**src/rtl/hsvrgb_pkg.sv**
```systemverilog
// ----------------------------------------------------------------------------
// hsvrgb_pkg
// Widths, constants and helpers shared by the HSV to RGB converter.
// ----------------------------------------------------------------------------
package hsvrgb_pkg;

	localparam int HUE_BITS     = 16;
	localparam int CHANNEL_BITS = 8;

	localparam int SECT_BITS = 3;
	localparam int SIX_BITS  = HUE_BITS + SECT_BITS;
	localparam int PROD_BITS = HUE_BITS + CHANNEL_BITS;
	localparam int WIDE_BITS = HUE_BITS + 2 * CHANNEL_BITS;
	localparam int SQ_BITS   = 2 * CHANNEL_BITS;
	localparam int EST_BITS  = 3 * CHANNEL_BITS + 1;

	localparam int IN_DATA_BITS  = ((HUE_BITS + 2 * CHANNEL_BITS + 7) / 8) * 8;
	localparam int OUT_DATA_BITS = ((3 * CHANNEL_BITS + 7) / 8) * 8;

	// full-scale channel value M = 2^CHANNEL_BITS - 1
	localparam logic [CHANNEL_BITS-1:0] CH_MAX = {CHANNEL_BITS{1'b1}};
	// one full turn of hue
	localparam logic [HUE_BITS:0] HUE_TURN = {1'b1, {HUE_BITS{1'b0}}};
	// D*M and D*M/2
	localparam logic [PROD_BITS-1:0] DM = {CH_MAX, {HUE_BITS{1'b0}}};
	localparam logic [WIDE_BITS-1:0] HALF_DM =
		WIDE_BITS'({CH_MAX, {(HUE_BITS - 1){1'b0}}});
	localparam logic [SQ_BITS-1:0] HALF_M = SQ_BITS'(CH_MAX >> 1);
	// M + 2 = 2^CHANNEL_BITS + 1, reciprocal of M scaled by 2^(2*CHANNEL_BITS)
	localparam logic [CHANNEL_BITS:0] RECIP = {1'b1, {(CHANNEL_BITS - 1){1'b0}}, 1'b1};

	typedef enum logic [SECT_BITS-1:0] {
		SECT_RED_YEL = 3'd0,
		SECT_YEL_GRN = 3'd1,
		SECT_GRN_CYN = 3'd2,
		SECT_CYN_BLU = 3'd3,
		SECT_BLU_MAG = 3'd4,
		SECT_MAG_RED = 3'd5
	} sector_t;

	// x / M given an estimate that is exact or one short
	function automatic logic [CHANNEL_BITS-1:0] div_fix(
		input logic [SQ_BITS-1:0]    x,
		input logic [CHANNEL_BITS:0] est
	);
		logic [SQ_BITS:0]        rem;
		logic [CHANNEL_BITS:0]   quo;
		rem = {1'b0, x} - ((SQ_BITS + 1)'(est) << CHANNEL_BITS) + (SQ_BITS + 1)'(est);
		quo = est;
		if (rem >= (SQ_BITS + 1)'(CH_MAX)) begin
			quo = est + 1'b1;
		end
		return quo[CHANNEL_BITS-1:0];
	endfunction

endpackage

```
**src/rtl/hsv_to_rgb_converter.sv**
```systemverilog
// ----------------------------------------------------------------------------
// hsv_to_rgb_converter
// Pipelined HSV to RGB colour conversion, one colour per clock while m_tready stays high.
// ----------------------------------------------------------------------------
// Usage:
//   Slave stream s_* carries one HSV colour per beat; master stream m_*
//   returns the matching RGB colour, in order, one beat per input beat.
//   Hue is a fraction of a turn, saturation and value are x/255; each
//   output channel is the exact result times 255, rounded half up.
//   Each accepted beat passes five register stages: sector split, products
//   with saturation, products with value, reciprocal estimate of the /255,
//   correction and channel select.
//   Throughput is one beat per cycle while m_tready stays high.
//   Each stage holds its beat while the next one is full; a stall on m_tready
//   backs up stage by stage, empty stages still fill, and s_tready drops only
//   once all five stages hold a beat.
//   The final stage is the output register.
//   Reset (arst_n low) empties the pipeline; no beats are in flight after it.
// ----------------------------------------------------------------------------
module hsv_to_rgb_converter import hsvrgb_pkg::*; (
	input  logic                     clk,
	input  logic                     arst_n,
	input  logic                     s_tvalid,
	output logic                     s_tready,
	input  logic [IN_DATA_BITS-1:0]  s_tdata,  // hue, saturation, brightness
	output logic                     m_tvalid,
	input  logic                     m_tready,
	output logic [OUT_DATA_BITS-1:0] m_tdata   // red, green, blue
);

	logic vld_s1, vld_s2, vld_s3, vld_s4, vld_s5;
	logic rdy1, rdy2, rdy3, rdy4, rdy5;

	assign rdy5 = !vld_s5 || m_tready;
	assign rdy4 = !vld_s4 || rdy5;
	assign rdy3 = !vld_s3 || rdy4;
	assign rdy2 = !vld_s2 || rdy3;
	assign rdy1 = !vld_s1 || rdy2;
	assign s_tready = rdy1;

	always_ff @(posedge clk or negedge arst_n) begin
		if (!arst_n) begin
			vld_s1 <= 1'b0;
			vld_s2 <= 1'b0;
			vld_s3 <= 1'b0;
			vld_s4 <= 1'b0;
			vld_s5 <= 1'b0;
		end else begin
			if (rdy1) vld_s1 <= s_tvalid;
			if (rdy2) vld_s2 <= vld_s1;
			if (rdy3) vld_s3 <= vld_s2;
			if (rdy4) vld_s4 <= vld_s3;
			if (rdy5) vld_s5 <= vld_s4;
		end
	end

	// stage 1: hue*6 into sector and fraction
	logic [HUE_BITS-1:0]     hue_in;
	logic [CHANNEL_BITS-1:0] sat_in, bri_in;
	logic [SIX_BITS-1:0]     six;

	assign hue_in = s_tdata[0 +: HUE_BITS];
	assign sat_in = s_tdata[HUE_BITS +: CHANNEL_BITS];
	assign bri_in = s_tdata[HUE_BITS + CHANNEL_BITS +: CHANNEL_BITS];
	assign six    = (SIX_BITS'(hue_in) << 2) + (SIX_BITS'(hue_in) << 1);

	sector_t                 sect_s1;
	logic [HUE_BITS-1:0]     frac_s1;
	logic [CHANNEL_BITS-1:0] sat_s1, bri_s1;

	always_ff @(posedge clk) begin
		if (rdy1) begin
			sect_s1 <= sector_t'(six[SIX_BITS-1 -: SECT_BITS]);
			frac_s1 <= six[HUE_BITS-1:0];
			sat_s1  <= sat_in;
			bri_s1  <= bri_in;
		end
	end

	// stage 2: f*s, (1-f)*s and v*(1-s)
	logic [HUE_BITS:0]                cofrac;
	logic [HUE_BITS+CHANNEL_BITS:0]   gs_full;

	assign cofrac  = HUE_TURN - {1'b0, frac_s1};
	assign gs_full = cofrac * sat_s1;

	sector_t                 sect_s2;
	logic [CHANNEL_BITS-1:0] bri_s2;
	logic [PROD_BITS-1:0]    fs_s2, gs_s2;
	logic [SQ_BITS-1:0]      pp_s2;

	always_ff @(posedge clk) begin
		if (rdy2) begin
			sect_s2 <= sect_s1;
			bri_s2  <= bri_s1;
			fs_s2   <= frac_s1 * sat_s1;
			gs_s2   <= gs_full[PROD_BITS-1:0];
			pp_s2   <= bri_s1 * (CH_MAX - sat_s1);
		end
	end

	// stage 3: scale by value; rounding offset for p
	logic [PROD_BITS-1:0] qn, tn;

	assign qn = DM - fs_s2;
	assign tn = DM - gs_s2;

	sector_t                 sect_s3;
	logic [CHANNEL_BITS-1:0] bri_s3;
	logic [WIDE_BITS-1:0]    qv_s3, tv_s3;
	logic [SQ_BITS-1:0]      xp_s3;

	always_ff @(posedge clk) begin
		if (rdy3) begin
			sect_s3 <= sect_s2;
			bri_s3  <= bri_s2;
			qv_s3   <= bri_s2 * qn;
			tv_s3   <= bri_s2 * tn;
			xp_s3   <= pp_s2 + HALF_M;
		end
	end

	// stage 4: drop the hue scale with rounding, estimate x/M
	logic [WIDE_BITS-1:0] qr, tr;
	logic [SQ_BITS-1:0]   xq, xt;
	logic [EST_BITS-1:0]  eq_full, et_full, ep_full;

	assign qr      = qv_s3 + HALF_DM;
	assign tr      = tv_s3 + HALF_DM;
	assign xq      = qr[WIDE_BITS-1:HUE_BITS];
	assign xt      = tr[WIDE_BITS-1:HUE_BITS];
	assign eq_full = xq * RECIP;
	assign et_full = xt * RECIP;
	assign ep_full = xp_s3 * RECIP;

	sector_t                 sect_s4;
	logic [CHANNEL_BITS-1:0] bri_s4;
	logic [SQ_BITS-1:0]      xq_s4, xt_s4, xp_s4;
	logic [CHANNEL_BITS:0]   eq_s4, et_s4, ep_s4;

	always_ff @(posedge clk) begin
		if (rdy4) begin
			sect_s4 <= sect_s3;
			bri_s4  <= bri_s3;
			xq_s4   <= xq;
			xt_s4   <= xt;
			xp_s4   <= xp_s3;
			eq_s4   <= eq_full[EST_BITS-1:SQ_BITS];
			et_s4   <= et_full[EST_BITS-1:SQ_BITS];
			ep_s4   <= ep_full[EST_BITS-1:SQ_BITS];
		end
	end

	// stage 5: correct estimates, pick the triple by sector
	logic [CHANNEL_BITS-1:0] pc, qc, tc;
	logic [CHANNEL_BITS-1:0] rc, gc, bc;

	assign pc = div_fix(xp_s4, ep_s4);
	assign qc = div_fix(xq_s4, eq_s4);
	assign tc = div_fix(xt_s4, et_s4);

	always_comb begin
		unique case (sect_s4)
			SECT_RED_YEL: begin rc = bri_s4; gc = tc;     bc = pc;     end
			SECT_YEL_GRN: begin rc = qc;     gc = bri_s4; bc = pc;     end
			SECT_GRN_CYN: begin rc = pc;     gc = bri_s4; bc = tc;     end
			SECT_CYN_BLU: begin rc = pc;     gc = qc;     bc = bri_s4; end
			SECT_BLU_MAG: begin rc = tc;     gc = pc;     bc = bri_s4; end
			default:      begin rc = bri_s4; gc = pc;     bc = qc;     end
		endcase
	end

	logic [CHANNEL_BITS-1:0] red_s5, green_s5, blue_s5;

	always_ff @(posedge clk) begin
		if (rdy5) begin
			red_s5   <= rc;
			green_s5 <= gc;
			blue_s5  <= bc;
		end
	end

	assign m_tvalid = vld_s5;
	assign m_tdata  = OUT_DATA_BITS'({blue_s5, green_s5, red_s5});

endmodule

```
**config.mk**
```make
export PLATFORM = sky130hd
export DESIGN_NAME = hsv_to_rgb_converter
export DESIGN_NICKNAME = d
export VERILOG_FILES = /design/src/rtl/hsvrgb_pkg.sv /design/src/rtl/hsv_to_rgb_converter.sv
export SDC_FILE = /design/constraint.sdc
export NUM_CORES = 2
export LEC_CHECK = 0
export BUFFER_PORTS_ARGS = -buffer_cell sky130_fd_sc_hd__buf_2
export CORE_MARGIN = 2
export CORE_UTILIZATION = 60
export CTS_CLUSTER_DIAMETER = 80
export CTS_CLUSTER_SIZE = 40
export DETAILED_ROUTE_END_ITERATION = 16
export GPL_ROUTABILITY_DRIVEN = 0
export GPL_TIMING_DRIVEN = 0
export HOLD_SLACK_MARGIN = 0.1
export PLACE_DENSITY_LB_ADDON = 0.25
export SETUP_SLACK_MARGIN = 0.4
export SLEW_MARGIN = 25
export SYNTH_ARGS = -nofsm -noshare
export SYNTH_HDL_FRONTEND = slang
export SYNTH_SLANG_ARGS = --single-unit
export TNS_END_PERCENT = 50
```
**constraint.sdc**
```tcl
create_clock -name clk -period 20.5 [get_ports clk]
set_input_delay 6.15 -clock clk [delete_from_list [all_inputs] [get_ports clk]]
set_output_delay 6.15 -clock clk [all_outputs]
set_load 0.005 [all_outputs]
```
==> impl_metrics.ini <==
[route]
dr.first_iter.drc_count = 1622
vias = 26116
firstDrtPassIters = 8
wl_per_cell_microns = 16.80
drtAntennaViolNets = 0
detail_route.drc_violations = 0
drt_wl_total_microns = 78560
vias_per_instance = 5.585

[sta]
final.min_clock_period_ns = 14.53
final.hold.worst_slack_ns = 0.4223
clock-skew-final_ns = 0.01578
finalCritPeriodShare_pct = 70.86
fmaxAchievable_ghz = 0.06884
finalSetupViolations = 0
timing.final.ws_setup_ns = 5.974
rsz0062_at_grt = no
final_max_slew_viol_count = 0
fin_setup_tns_ns = 0
final_hold_viols = 0
worstMarginPinSlew_ns = 0.9522
slew_headroom_pct = 36.03

[logic_synthesis]
yosys_warnings = 0
synth_async_sr_flop_share_pct = 1.773
synthFlopType = sky130_fd_sc_hd__edfxtp_1
synthesis.instances = 3779
synth.cell_area_sq_um = 36980
yosys.cell_types.count = 83
seq_area_frac_synth_pct = 22.83
count_of_flip_flops_with_a_built_in_enable_after_synthesis = 277
ys_ff_latch = 282
synth.avg_cell_area_sq_um = 9.786
post_synthesis_net_count = 4665

[cts]
clk_pin_slew_worst_paths_ns = 0.10
clk-insertion-delay-late_ns = 0.55
max-clock-path-buffers = 3
clock_sink_count = 282
postCtsSetupRepairBufs = 0
cts_hold_repair.buffers = 0
cts_buffers = 21
clk_tree_root_cell = sky130_fd_sc_hd__clkbuf_16
maximum_level_of_the_cts_h_tree = 1
cts_tree = built
post_cts_resize_count = 0

[critical_path]
timing.critical_path.to_type = primary output
required_ns = 14.35
worst-setup-path-type = primary input to primary output
worst-path-max-fanout = 29
critical_path.startpoint_type = primary input
arrival_ns = 8.38

[floorplanning]
chipWidth_microns = 252.3
design.die.area_sq_um = 63640
std_cell_rows = 91
start_util_pct = 60.26
die_height_microns = 252.3
floorplan.core_area_sq_um = 61370
io_pins = 62

[final_layout]
post_route_cells_drive_above_1_share_pct = 3.500
final-seq-area_sq_um = 8443
areaGrowthSynthToFinish_pct = 5.850
antenna_cells = 0
num-nets-final = 4758
layout.filler_cells = 4990
most_common_cell_after_layout_fill_and_taps_aside = sky130_fd_sc_hd__inv_1
most-common-layout-cells = 622 x sky130_fd_sc_hd__inv_1, 452 x sky130_fd_sc_hd__fa_1, 441 x sky130_fd_sc_hd__and2_1, 398 x sky130_fd_sc_hd__ha_1, 277 x sky130_fd_sc_hd__edfxtp_1
area_occupied_by_multi_input_gates_sq_um = 25830

[global_route]
grt.total_usage_pct = 25.43
grt_pass1_vias = 26409
grt_start_max_net_pins = 59
grt_antenna_before_repair = 0
global_route.overflow_total = 0
grt_pass1_wl_microns = 131000

[placed_design]
place.detailed.hpwl_microns = 64530
numPortBuffers = 61
detailedPlace.worstSlack_ns = 5.934

[flow_run]
cap_viol_max_count = 0

[run_status]
status = finished, final reports clean

[min_path]
holdCritPathClass = flop to flop
cell usage after synthesis (all sizes together), types with 43 or more instances:
master,count,area (sq um)
nand3,43,215.2
a21oi,102,510.5
nor2,159,604.3
clkbuf,101,379.1
o21ai,79,395.4
nor3,75,375.4
fa,452,9049
xnor2,170,1489
edfxtp,277,8318
and2,441,2759
nand2,259,972.2
ha,398,4980
inv,622,2335
nand2b,57,356.6
xor2,64,560.5
nor2b,78,495.5
layer usage:
layer / vias to the layer above / global-route usage [%] / part of all wire [%]
li1: 12531 / - / -
met1: 12709 / 32.87 / 43
met2: 708 / 44.62 / 49
met3: 168 / 2.255 / 4.3
met4: 0 / 9.569 / 4.2
met5: - / 0 / 0
cells by family after synthesis:
family | share of synthesized area (%)
xor gates and xnor gates | 5.542
buffers and inverters | 7.382
and+or+nand+nor | 18.33
AOI/OAI and AO/OA | 7.369
DFF | 22.83
muxes | 0.6090
adders and majority gates | 37.93
registers in the layout, indices dropped and copies added (netlist names), 8 cells and up:
signal,flops
blue_s5,8
bri_s1,8
bri_s2,8
bri_s3,8
bri_s4,8
ep_s4,9
eq_s4,9
et_s4,9
frac_s1,15
fs_s2,23
green_s5,8
gs_s2,22
pp_s2,16
qv_s3,17
red_s5,8
sat_s1,8
tv_s3,17
xp_s3,16
xp_s4,16
xq_s4,16
xt_s4,16
per-stage QoR:
stage | instance area, sq um | std cells | utilization [%]
after floorplan | 36980 | 3779 | -
after global placement | 38280 | 4630 | 62.37
after detailed placement | 38440 | 4639 | 62.64
after CTS | 39150 | 4676 | 63.79
after global routing | 39150 | 4676 | 63.79
final | 39150 | 4676 | 63.79
path summary, 6_finish.rpt:
| check | start | end | slack [ns] | depth (start not counted) |
|---|---|---|---|---|
| setup reg to reg | fs_s2[1] | tv_s3[31] | 12.68 | 26 |
| max in group asynchronous | arst_n | vld_s4 | 14.98 | 1 |
| hold / removal | bri_s3[5] | bri_s4[5] | 0.42 | 0 |
| min in group asynchronous | arst_n | vld_s1 | 5.39 | 1 |
| setup / recovery | m_tready | s_tready | 5.97 | 8 |
| hold reg to reg | bri_s3[5] | bri_s4[5] | 0.42 | 0 |
critical path: stages:
cell and delay [ns]:
sky130_fd_sc_hd__buf_2 0.09, sky130_fd_sc_hd__nor2b_1 0.72, sky130_fd_sc_hd__nand4_1 0.47, sky130_fd_sc_hd__buf_6 0.29, sky130_fd_sc_hd__inv_1 0.07, sky130_fd_sc_hd__nand2_2 0.17, sky130_fd_sc_hd__buf_12 0.23, sky130_fd_sc_hd__buf_2 0.15
area by class of cell:
cell class | count | share of cell area [%]
Inverter | 623 | 5.974
Buffer | 104 | 1.000
Multi-Input combinational cell | 2770 | 65.99
Tap cell | 790 | 2.525
Timing Repair Buffer | 70 | 1.144
Sequential cell | 282 | 21.57
Clock buffer | 23 | 1.387
Clock inverter | 14 | 0.4123
Power is not shown: default switching activity piles up to over one toggle a cycle in this logic, so the estimate is an artifact.
